===== src/design/drrip_pkg.sv =====
package drrip_pkg;

	localparam int NUM_SETS     = 2048;
	localparam int NUM_WAYS     = 16;
	localparam int LEADER_COUNT = 64;

	localparam int SET_W       = $clog2(NUM_SETS);
	localparam int WAY_W       = $clog2(NUM_WAYS);
	localparam int RRPV_ROW_W  = 2 * NUM_WAYS;
	localparam int ADDR_W      = 64;
	localparam int SLICE_W     = 16;
	localparam int SLICES      = ADDR_W / SLICE_W;
	localparam int SLICE_IDX_W = $clog2(SLICES);

	localparam logic [SET_W-1:0]       LAST_SET   = SET_W'(NUM_SETS - 1);
	localparam logic [SET_W-1:0]       SR_END     = SET_W'(LEADER_COUNT);
	localparam logic [SET_W-1:0]       BR_START   = SET_W'(NUM_SETS / 2);
	localparam logic [SET_W:0]         BR_END     = (SET_W + 1)'(NUM_SETS / 2 + LEADER_COUNT);
	localparam logic [SLICE_IDX_W-1:0] LAST_SLICE = SLICE_IDX_W'(SLICES - 1);
	localparam logic [WAY_W:0]         WAY_LIMIT  = (WAY_W + 1)'(NUM_WAYS);

	localparam logic [1:0] RRPV_MAX  = 2'd3;
	localparam logic [1:0] RRPV_LONG = 2'd2;
	localparam logic [1:0] CONF_MAX  = 2'd3;
	localparam logic [1:0] CONF_SEEN = 2'd2;
	localparam logic [9:0] DUEL_MAX  = 10'd1023;
	localparam logic [9:0] DUEL_MID  = 10'd512;

	localparam logic REQ_VICTIM = 1'b0;
	localparam logic REQ_UPDATE = 1'b1;

	typedef struct packed {
		logic        req_type;
		logic [10:0] set_index;
		logic [3:0]  way_index;
		logic [15:0] valid_mask;
		logic [63:0] address;
		logic        hit;
		logic [4:0]  random_draw;
	} req_t;

	typedef struct packed {
		logic [3:0] victim_way;
		logic       stream_detected;
		logic [9:0] selector_value;
	} rsp_t;

	typedef struct packed {
		logic [1:0]            conf;
		logic [ADDR_W-1:0]     hist_delta;
		logic [ADDR_W-1:0]     hist_addr;
		logic [RRPV_ROW_W-1:0] rrpv;
	} row_t;

	localparam int ROW_W = $bits(row_t);

	typedef struct packed {
		logic                   step;
		logic                   first;
		logic [SLICE_IDX_W-1:0] slice;
	} delta_ctl_t;

	typedef struct packed {
		logic [ADDR_W-1:0] delta;
		logic              eq;
		logic              nz;
	} delta_res_t;

	typedef enum logic [2:0] {
		ST_CLEAR,
		ST_IDLE,
		ST_READ,
		ST_DELTA,
		ST_WRITE
	} state_t;

endpackage


===== src/design/drrip_delta_unit.sv =====
module drrip_delta_unit (
	input  logic                                clk,
	input  drrip_pkg::delta_ctl_t               ctl,
	input  logic [drrip_pkg::ADDR_W-1:0]        addr,
	input  logic [drrip_pkg::ADDR_W-1:0]        hist_addr,
	input  logic [drrip_pkg::ADDR_W-1:0]        hist_delta,
	output drrip_pkg::delta_res_t               res
);

	logic [drrip_pkg::ADDR_W-1:0]  delta_q;
	logic                          carry_q;
	logic                          eq_q;
	logic                          nz_q;
	logic [drrip_pkg::SLICE_W-1:0] a_sl;
	logic [drrip_pkg::SLICE_W-1:0] l_sl;
	logic [drrip_pkg::SLICE_W-1:0] d_sl;
	logic [drrip_pkg::SLICE_W:0]   sum;
	logic                          cin;
	logic                          eq_in;
	logic                          nz_in;

	// one 16-bit subtract/compare slice per step, low slice first
	always_comb begin
		a_sl  = addr[ctl.slice*drrip_pkg::SLICE_W +: drrip_pkg::SLICE_W];
		l_sl  = hist_addr[ctl.slice*drrip_pkg::SLICE_W +: drrip_pkg::SLICE_W];
		d_sl  = hist_delta[ctl.slice*drrip_pkg::SLICE_W +: drrip_pkg::SLICE_W];
		cin   = ctl.first ? 1'b1 : carry_q;
		eq_in = ctl.first ? 1'b1 : eq_q;
		nz_in = ctl.first ? 1'b0 : nz_q;
		sum   = {1'b0, a_sl} + {1'b0, ~l_sl} + (drrip_pkg::SLICE_W + 1)'(cin);
	end

	always_ff @(posedge clk) begin
		if (ctl.step) begin
			carry_q <= sum[drrip_pkg::SLICE_W];
			eq_q    <= eq_in && (sum[drrip_pkg::SLICE_W-1:0] == d_sl);
			nz_q    <= nz_in || (sum[drrip_pkg::SLICE_W-1:0] != '0);
			delta_q[ctl.slice*drrip_pkg::SLICE_W +: drrip_pkg::SLICE_W]
				<= sum[drrip_pkg::SLICE_W-1:0];
		end
	end

	assign res.delta = delta_q;
	assign res.eq    = eq_q;
	assign res.nz    = nz_q;

endmodule


===== config.mk =====
export PLATFORM = sky130hd
export DESIGN_NAME = drrip_delta_unit
export DESIGN_NICKNAME = d
export VERILOG_FILES = /design/src/design/drrip_pkg.sv /design/src/design/drrip_delta_unit.sv
export SDC_FILE = /design/constraint.sdc
export NUM_CORES = 1
export LEC_CHECK = 0
export ABC_AREA = 1
export BUFFER_PORTS_ARGS = -buffer_cell sky130_fd_sc_hd__buf_4
export CELL_PAD_IN_SITES_DETAIL_PLACEMENT = 1
export CELL_PAD_IN_SITES_GLOBAL_PLACEMENT = 1
export CORE_MARGIN = 4
export CORE_UTILIZATION = 32
export DETAILED_ROUTE_END_ITERATION = 10
export GPL_ROUTABILITY_DRIVEN = 0
export GPL_TIMING_DRIVEN = 0
export PLACE_DENSITY = 0.79
export SKIP_LAST_GASP = 1
export SLEW_MARGIN = 0
export SYNTH_ARGS = -nofsm -noshare
export SYNTH_HDL_FRONTEND = slang
export SYNTH_SLANG_ARGS = --single-unit

===== constraint.sdc =====
create_clock -name clk -period 4.8 [get_ports clk]
set_input_delay 0.24 -clock clk [delete_from_list [all_inputs] [get_ports clk]]
set_output_delay 0.24 -clock clk [all_outputs]
set_load 0.02 [all_outputs]

==> results of run 1 <==
synth_stat cells, types with 2 or more instances:
master / count / area, um^2
nand2_1: 221 / 830
nor2_1: 111 / 417
edfxtp_1: 67 / 2010
nand3_1: 61 / 305
inv_1: 60 / 225
o21ai_0: 42 / 210
a21oi_1: 33 / 165
clkbuf_1: 20 / 75.1
ha_1: 20 / 250
nor3_1: 18 / 90.1
o22ai_1: 17 / 106
a32o_1: 16 / 160
buf_2: 12 / 60.1
nand4_1: 10 / 62.6
buf_1: 8 / 30.0
nand3b_1: 8 / 60.1
nand2_2: 6 / 37.5
a32oi_1: 5 / 43.8
inv_2: 3 / 11.3
o211ai_1: 3 / 22.5
a21oi_2: 2 / 17.5
and2_1: 2 / 12.5
buf_4: 2 / 15.0
fa_1: 2 / 40.0
or2_2: 2 / 12.5
xnor2_1: 2 / 17.5
flip-flops by register name (all words and copies together) (netlist names):
signal	flops
carry_q	1
delta_q	64
nz_q	1
eq_q	1
power breakdown:
| part | total (mW) | switching [mW] | internal (mW) |
|---|---|---|---|
| combinational | 0.878 | 0.548 | 0.330 |
| clock | 0.582 | 0.238 | 0.343 |
| sequential | 0.690 | 0.00961 | 0.680 |
| total | 2.15 | 0.796 | 1.35 |
metal layers:
layer / wire length [um] / up-vias
li1: - / 3111
met1: 9730 / 3001
met2: 11800 / 289
met3: 2200 / 49
met4: 825 / 0
met5: 0 / -
per-stage QoR:
| step | utilization, % | cells | setup WS (ns) | area [um^2] | total power [mW] |
|---|---|---|---|---|---|
| after detailed placement | 47.0 | 1238 | 0.125 | 7580 | 1.57 |
| final | 48.7 | 1254 | 0.422 | 7840 | 2.15 |
| after floorplan | - | 760 | 1.43 | 5340 | 1.21 |
| after global placement | 47.0 | 1238 | 0.227 | 7580 | 1.55 |
| after global routing | 48.7 | 1254 | 0.110 | 7840 | 2.27 |
| after CTS | 48.7 | 1254 | 0.467 | 7840 | 2.15 |
kinds of logic (layout without fill, tap and decap cells):
logic type / Yosys count / count (layout) / share of synthesized area (%)
compound gates: 121 / 121 / 13.9
xor+xnor: 3 / 3 / 0.632
fa+ha+maj: 22 / 22 / 5.43
buf+inv: 107 / 385 / 7.96
flops: 67 / 67 / 37.7
simple gates: 440 / 440 / 34.4
worst min path at each step:
stage | end | slack [ns] | cells past startpoint | from
5_1_grt | nz_q$_DFFE_PP_ | 0.18 | 1 | ctl[3]
3_5_place_dp | nz_q$_DFFE_PP_ | 0.53 | 1 | ctl[3]
2_1_floorplan | carry_q$_DFFE_PP_ | 0.35 | 0 | ctl[3]
6_report | carry_q$_DFFE_PP_ | 0.18 | 1 | ctl[3]
4_1_cts | carry_q$_DFFE_PP_ | 0.18 | 1 | ctl[3]
3_3_place_gp | carry_q$_DFFE_PP_ | 0.52 | 1 | ctl[3]
layout make-up:
| type | instances | area [um^2] | share of cell area (%) |
|---|---|---|---|
| Buffer | 43 | 185 | 2.36 |
| Clock buffer | 10 | 229 | 2.92 |
| Clock inverter | 6 | 32.5 | 0.415 |
| Inverter | 64 | 240 | 3.06 |
| Multi-Input combinational cell | 586 | 2910 | 37.1 |
| Sequential cell | 67 | 2010 | 25.7 |
| Tap cell | 216 | 270 | 3.45 |
| Timing Repair Buffer | 262 | 1970 | 25.1 |
==> impl_metrics.env, run 1 <==
export IMPL_status="finished clean"
export IMPL_synth_edf_count=67
export IMPL_first_global_vias=6627
export IMPL_fin_skew_ns=0.00623
export IMPL_reg2reg_to="nz_q$_DFFE_PP_"
export IMPL_wl_per_cell_um=19.6
export IMPL_drc=0
export IMPL_layout_common_cells="buf_4, nand2_1, nor2_1, edfxtp_1, nand3_1"
export IMPL_clk_pin_slew_worst_paths_ns=0.06
export IMPL_r2r_cells=9
export IMPL_arrival_ns=4.44
export IMPL_postRouteAntennaNets=0
export IMPL_antenna_cells=0
export IMPL_startpoint_type="primary input"
export IMPL_rsz0062_at_grt="false"
export IMPL_met3_usage_pct=6.61
export IMPL_drtPass1Iterations=5
export IMPL_layout_area_overhead_vs_synth_pct=46.8
export IMPL_synth_yosys_seq_area_share_pct=37.7
export IMPL_grt_usage_pct=25.4
export IMPL_vias=6450
export IMPL_final_common_cell="buf_4"
export IMPL_crit_slowest_cell="xnor2_1"
export IMPL_cp_num_buf_inv=5
export IMPL_antenna_found_initial=0
export IMPL_timing_hold_violations_final=0
export IMPL_crit_path_start="ctl[0]"
export IMPL_worst_hold_path_type="in2reg"
export IMPL_h_tree_depth=3
export IMPL_synthesis_area_um2=5340
export IMPL_finalMaxSlewViolations=0
export IMPL_grt_use_met1_pct=29.6
export IMPL_critPathCaptureType="flop"
export IMPL_grt_overflow_total=0
export IMPL_setup_worst_path_end="nz_q$_DFFE_PP_"
export IMPL_io_pins=263
export IMPL_power_leakage_nw=3.69
export IMPL_cp_top_family="buffers and inverters"
export IMPL_syn_num_nets=979
export IMPL_use_met2_pct=44.4
export IMPL_min_period_over_period_pct=91.2
export IMPL_setup_viol=0
export IMPL_avgSynthCellArea_um2=7.03
export IMPL_postSynth_asyncResetShare_pct=0
export IMPL_die_h_um=137
export IMPL_drive_above_1_share_pct=29.4
export IMPL_cts_tree="yes"
export IMPL_die_area_um2=18800
export IMPL_cts_hold_buf=0
export IMPL_busiest_layer="met2"
export IMPL_drv_cap=0
export IMPL_drt_initial_drc_count=394
export IMPL_routed_wl_mm=24.5
export IMPL_power_density_nw_per_um2=274
export IMPL_slew_headroom_pct=42.7
export IMPL_layout_min_cycle_time_ns=4.38
export IMPL_max_freq_mhz=228
export IMPL_start_util_pct=33.2
export IMPL_yosys_register_bits=67
export IMPL_coreArea_um2=16100
export IMPL_clk_insertion_delay_late_ns=0.34
export IMPL_numPortBuffers=262
export IMPL_finalSetupTns_ns=0
export IMPL_holdWs_ns=0.184
export IMPL_dp_hpwl_mm=20.3
export IMPL_netlist_instances=760
export IMPL_ff2ff_setup_slack_ns=1.44
export IMPL_tightestPinTransition_ns=0.859
export IMPL_grt_max_degree=17
export IMPL_clock_sinks=67
export IMPL_cts_buffers=9
export IMPL_cts_resized=0
export IMPL_n_fill_cell=2112
export IMPL_viasPerCell=5.14
export IMPL_r2r_start="carry_q$_DFFE_PP_"
export IMPL_cpPeakStageDelay_ns=0.59
export IMPL_clockBufferDepth=2
export IMPL_num_rows=46
export IMPL_critPathRequiredTime_ns=4.87
export IMPL_die_w_um=137
export IMPL_synth_cell_types=33
export IMPL_vdd_drop_max_mv=0.174
export IMPL_path_cells="buf_4 > inv_2 > buf_2 > buf_2 > buf_1 > nand2_1 > a32o_1 > fa_1 > fa_1 > xnor2_1 > o21ai_0 > nor3_1 > nand4_1 > nor3_1 > nand4_1"
export IMPL_fin_nets=1252
export IMPL_cp_depth=15
export IMPL_path_max_fanout=10
export IMPL_grt_pass1_wl_mm=35.8
export IMPL_cts_root_buf="clkbuf_16"
export IMPL_crit_type="in2reg"
export IMPL_ys_warn_count=0
export IMPL_cts_setup_buffers=0
export IMPL_synth_top_flop_cell="edfxtp_1"
Note: power is estimated with default switching activity, not from simulation.
==> run 2, diff against run 1 <==
--- a/config.mk
+++ b/config.mk
@@ -7,14 +7,15 @@
 export LEC_CHECK = 0
 export ABC_AREA = 1
 export BUFFER_PORTS_ARGS = -buffer_cell sky130_fd_sc_hd__buf_4
+export CAP_MARGIN = 20
 export CELL_PAD_IN_SITES_DETAIL_PLACEMENT = 1
 export CELL_PAD_IN_SITES_GLOBAL_PLACEMENT = 1
 export CORE_MARGIN = 4
-export CORE_UTILIZATION = 32
+export CORE_UTILIZATION = 34
 export DETAILED_ROUTE_END_ITERATION = 10
 export GPL_ROUTABILITY_DRIVEN = 0
 export GPL_TIMING_DRIVEN = 0
-export PLACE_DENSITY = 0.79
+export PLACE_DENSITY = 0.83
 export SKIP_LAST_GASP = 1
 export SLEW_MARGIN = 0
 export SYNTH_ARGS = -nofsm -noshare
==> constraint.sdc (replaced) <==
create_clock -name clk -period 5.5 [get_ports clk]
set_input_delay 0.275 -clock clk [delete_from_list [all_inputs] [get_ports clk]]
set_output_delay 0.275 -clock clk [all_outputs]
set_load 0.02 [all_outputs]
==> impl_metrics.env, run 2 (synthesis results as in run 1) <==
export IMPL_power_leakage_nw=3.71
export IMPL_io_pins=263
export IMPL_worst_hold_path_type="in2reg"
export IMPL_fin_area_um2=7880
export IMPL_fin_nets=1252
export IMPL_status="finished clean"
export IMPL_path_max_fanout=10
export IMPL_start_util_pct=34.9
export IMPL_h_tree_depth=3
export IMPL_hold_start="ctl[3]"
export IMPL_slew_headroom_pct=45.6
export IMPL_setup_viol=0
export IMPL_grt_overflow_total=0
export IMPL_final_common_cell="buf_4"
export IMPL_die_w_um=133
export IMPL_hold_path_end="carry_q$_DFFE_PP_"
export IMPL_cts_setup_buffers=0
export IMPL_layout_common_cells="buf_4, nand2_1, nor2_1, edfxtp_1, nand3_1"
export IMPL_cpPeakStageDelay_ns=0.60
export IMPL_routed_wl_mm=24.6
export IMPL_grt_pass1_wl_mm=37.4
export IMPL_p_int_mw=1.24
export IMPL_holdPathStages=1
export IMPL_regArea_um2=2010
export IMPL_clk_pin_slew_worst_paths_ns=0.06
export IMPL_ff2ff_setup_slack_ns=2.06
export IMPL_finalMaxSlewViolations=0
export IMPL_antenna_cells=0
export IMPL_tightestPinTransition_ns=0.816
export IMPL_r2r_start="carry_q$_DFFE_PP_"
export IMPL_crit_slowest_cell="xnor2_1"
export IMPL_dpl_cell_area_um2=7570
export IMPL_critPathRequiredTime_ns=5.56
export IMPL_crit_type="in2reg"
export IMPL_drtPass1Iterations=4
export IMPL_min_period_over_period_pct=81.3
export IMPL_switching_share_pct=36.7
export IMPL_holdWs_ns=0.219
export IMPL_final_cells=1249
export IMPL_cts_buffers=9
export IMPL_die_h_um=133
export IMPL_place_ws_ns=0.766
export IMPL_switchingPower_uw=715
export IMPL_num_rows=45
export IMPL_grt_usage_pct=26.9
export IMPL_final_setup_worst_slack_ns=1.03
export IMPL_cts_hold_buf=0
export IMPL_top_register="delta_q"
export IMPL_drive_above_1_share_pct=29.7
export IMPL_path_cells="buf_4 > inv_2 > buf_2 > buf_2 > buf_1 > nand2_1 > a32o_1 > fa_1 > fa_1 > xnor2_1 > o21ai_0 > nor3_1 > nand4_1 > nor3_1 > nand4_1"
export IMPL_grt_max_degree=17
export IMPL_cts_tree="yes"
export IMPL_vias=6465
export IMPL_fin_skew_ns=0.00577
export IMPL_vdd_drop_max_mv=0.196
export IMPL_max_freq_mhz=224
export IMPL_timing_hold_violations_final=0
export IMPL_startpoint_type="primary input"
export IMPL_layout_min_cycle_time_ns=4.47
export IMPL_coreArea_um2=15300
export IMPL_r2r_cells=9
export IMPL_power_mw=1.95
export IMPL_seqPwrFrac_pct=30.8
export IMPL_clockBufferDepth=2
export IMPL_dp_hpwl_mm=20.4
export IMPL_reg2reg_to="nz_q$_DFFE_PP_"
export IMPL_postRouteAntennaNets=0
export IMPL_largest_reg_flops=64
export IMPL_drc=0
export IMPL_layout_area_overhead_vs_synth_pct=47.4
export IMPL_viasPerCell=5.18
export IMPL_final_util_pct=51.4
export IMPL_p_comb_share_pct=39.6
export IMPL_multiInputGateArea_um2=2910
export IMPL_arrival_ns=4.53
export IMPL_clock_sinks=67
export IMPL_drv_cap=0
export IMPL_place_inst=1233
export IMPL_die_area_um2=17800
export IMPL_critPathCaptureType="flop"
export IMPL_n_fill_cell=2033
export IMPL_cts_root_buf="clkbuf_16"
export IMPL_clk_insertion_delay_late_ns=0.33
export IMPL_rsz0062_at_grt="false"
export IMPL_numPortBuffers=262
export IMPL_power_density_nw_per_um2=248
export IMPL_wl_per_cell_um=19.7
export IMPL_finalSetupTns_ns=0
export IMPL_drt_initial_drc_count=381
export IMPL_power_frac_clock_pct=29.6
export IMPL_first_global_vias=6941
export IMPL_antenna_found_initial=0
export IMPL_cts_resized=0
run 2: worst max-delay path by stage:
stage               startpoint              to  slack (ns)  cells past startpoint
global route            ctl[0]  nz_q$_DFFE_PP_        0.77                     15
CTS                     ctl[0]  nz_q$_DFFE_PP_        1.03                     15
finish                  ctl[0]  nz_q$_DFFE_PP_        1.03                     15
detailed placement      ctl[0]  nz_q$_DFFE_PP_        0.77                     15
global placement        ctl[0]  nz_q$_DFFE_PP_        0.86                     15
floorplan               ctl[0]  nz_q$_DFFE_PP_        2.10                     14
run 2: area by class of cell:
class | instances | area share (%)
clock buffer | 9 | 2.86
buffer | 43 | 2.35
clock inverter | 7 | 0.985
multi-input combinational | 586 | 36.9
sequential | 67 | 25.5
inverter | 64 | 3.05
tap | 211 | 3.35
timing repair buffer | 262 | 25.0
run 2: worst max-delay path: cells and delay by family:
family	cells	cell delay, ns
compound gates	2	0.51
xor+xnor	1	0.60
fa+ha+maj	2	0.93
buf+inv	5	1.34
simple gates	5	0.87
run 2: power by group through the flow:
stage / logic [mW] / registers, mW / clock network, mW
after floorplan: 0.421 / 0.636 / 0
after global placement: 0.743 / 0.610 / 0
after detailed placement: 0.766 / 0.612 / 0
after CTS: 0.770 / 0.601 / 0.578
after global routing: 0.856 / 0.603 / 0.610
final: 0.772 / 0.601 / 0.577
run 2: layer usage:
layer	part of all wire, %	global-route usage (%)
met1	40	31.0
met2	51	50.0
met3	7.0	5.85
met4	2.7	7.54
met5	0	0
==> run 3, diff against run 2 <==
--- a/config.mk
+++ b/config.mk
@@ -11,11 +11,11 @@
 export CELL_PAD_IN_SITES_DETAIL_PLACEMENT = 1
 export CELL_PAD_IN_SITES_GLOBAL_PLACEMENT = 1
 export CORE_MARGIN = 4
-export CORE_UTILIZATION = 34
+export CORE_UTILIZATION = 32
 export DETAILED_ROUTE_END_ITERATION = 10
 export GPL_ROUTABILITY_DRIVEN = 0
 export GPL_TIMING_DRIVEN = 0
-export PLACE_DENSITY = 0.83
+export PLACE_DENSITY = 0.79
 export SKIP_LAST_GASP = 1
 export SLEW_MARGIN = 0
 export SYNTH_ARGS = -nofsm -noshare
==> constraint.sdc (replaced) <==
create_clock -name clk -period 4.23 [get_ports clk]
set_input_delay 0.2115 -clock clk [delete_from_list [all_inputs] [get_ports clk]]
set_output_delay 0.2115 -clock clk [all_outputs]
set_load 0.02 [all_outputs]
==> impl_metrics.env, run 3 (synthesis results as in run 1) <==
export IMPL_power_leakage_nw=3.71
export IMPL_final_common_cell="buf_4"
export IMPL_io_pins=263
export IMPL_place_inst=1238
export IMPL_clk_pin_slew_worst_paths_ns=0.06
export IMPL_clock_sinks=67
export IMPL_num_rows=46
export IMPL_cts_root_buf="clkbuf_16"
export IMPL_routed_wl_mm=24.6
export IMPL_coreArea_um2=16100
export IMPL_dp_hpwl_mm=20.3
export IMPL_first_global_vias=6627
export IMPL_path_max_fanout=10
export IMPL_cts_tree="yes"
export IMPL_grt_overflow_total=0
export IMPL_critPathCaptureType="flop"
export IMPL_viasPerCell=5.15
export IMPL_die_w_um=137
export IMPL_max_freq_mhz=255
export IMPL_arrival_ns=3.99
export IMPL_status="finished clean"
export IMPL_die_h_um=137
export IMPL_path_cells="buf_4 > inv_2 > clkbuf_4 > buf_2 > clkbuf_2 > nand2_1 > a32o_1 > fa_1 > fa_1 > nand3_1 > nand2_2 > nand2_1 > nand2_1 > nand2_1 > nand3_1 > nand2_2 > nand2_1 > nor3_1 > nand4_1"
export IMPL_start_util_pct=33.2
export IMPL_cpPeakStageDelay_ns=0.49
export IMPL_drt_initial_drc_count=355
export IMPL_fin_skew_ns=0.00508
export IMPL_vias=6458
export IMPL_cts_hold_buf=0
export IMPL_grt_max_degree=17
export IMPL_grt_pass1_wl_mm=35.8
export IMPL_power_density_nw_per_um2=311
export IMPL_tightestPinTransition_ns=0.741
export IMPL_finalSetupTns_ns=0
export IMPL_largest_reg_flops=64
export IMPL_final_cells=1253
export IMPL_worst_hold_path_type="in2reg"
export IMPL_numPortBuffers=262
export IMPL_min_period_over_period_pct=92.6
export IMPL_multiInputGateArea_um2=2910
export IMPL_layout_min_cycle_time_ns=3.92
export IMPL_clk_insertion_delay_late_ns=0.34
export IMPL_top_register="delta_q"
export IMPL_crit_slowest_cell="fa_1"
export IMPL_die_area_um2=18800
export IMPL_path_common_cell="nand2_1"
export IMPL_grt_usage_pct=25.4
export IMPL_h_tree_depth=3
export IMPL_startpoint_type="primary input"
export IMPL_timing_hold_violations_final=0
export IMPL_cts_buffers=9
export IMPL_finalMaxSlewViolations=0
export IMPL_cts_resized=1
export IMPL_setup_viol=0
export IMPL_antenna_cells=0
export IMPL_antenna_found_initial=0
export IMPL_drc=0
export IMPL_regArea_um2=2010
export IMPL_clockBufferDepth=2
export IMPL_layout_area_overhead_vs_synth_pct=47.0
export IMPL_slew_headroom_pct=50.6
export IMPL_rsz0062_at_grt="false"
export IMPL_layout_common_cells="buf_4, nand2_1, nor2_1, edfxtp_1, nand3_1"
export IMPL_wl_per_cell_um=19.6
export IMPL_drtPass1Iterations=5
export IMPL_fin_nets=1251
export IMPL_postRouteAntennaNets=0
export IMPL_holdWs_ns=0.159
export IMPL_drive_above_1_share_pct=30.0
export IMPL_n_fill_cell=2116
export IMPL_critPathRequiredTime_ns=4.30
export IMPL_drv_cap=0
export IMPL_cts_setup_buffers=0
export IMPL_vdd_drop_max_mv=0.197
export IMPL_crit_type="in2reg"
## run 3: changes by cell type in the layout (fill, tap and decap cells not counted), sizes merged
cell,previous run,this run
buf,284,279
bufinv,1,0
clkbuf,30,35
clkinvlp,1,2
inv,64,63
## run 3: routing by layer
layer  track usage, %  share of wire [%]
met5                0                  0
met4             9.87                3.2
met3             6.61                9.1
met2             44.4                 48
met1             29.6                 39
## run 3: worst max-delay path, delay by kind of cell
family | cells | cell delay, ns
buf+inv | 5 | 1.16
compound gates | 1 | 0.27
simple gates | 11 | 1.39
fa+ha+maj | 2 | 0.95
## run 3: layout make-up
type                       instances  share of cell area (%)
clock inverter                     6                   0.414
tap                              216                    3.44
inverter                          64                    3.06
timing repair buffer             262                    25.0
sequential                        67                    25.6
buffer                            42                    2.42
clock buffer                      10                    2.92
multi-input combinational        586                    37.1
## run 3: final timing paths
check / slack, ns / endpoint / from / cells past startpoint
setup / recovery: 0.31 / nz_q$_DFFE_PP_ / ctl[0] / 19
hold / removal: 0.16 / nz_q$_DFFE_PP_ / ctl[3] / 1
setup reg to reg: 1.00 / nz_q$_DFFE_PP_ / carry_q$_DFFE_PP_ / 13
hold reg to reg: 0.98 / nz_q$_DFFE_PP_ / nz_q$_DFFE_PP_ / 6
## run 3: power breakdown
part / internal, mW / total (mW) / switching [mW] / leakage (nW)
clock: 0.390 / 0.660 / 0.271 / 0.123
sequential: 0.772 / 0.783 / 0.0109 / 0.570
combinational: 0.378 / 1.00 / 0.625 / 3.02
total: 1.54 / 2.45 / 0.906 / 3.71
## run 3: metrics by stage
step	util (%)	worst slack, ns	cell area [um^2]	total power [mW]
final	48.7	0.312	7850	2.45
after global placement	47.0	-0.314	7580	1.76
after global routing	48.7	0.00492	7850	2.58
after detailed placement	47.0	-0.417	7580	1.79
after floorplan	-	0.892	5340	1.37
after CTS	48.7	0.0298	7850	2.45
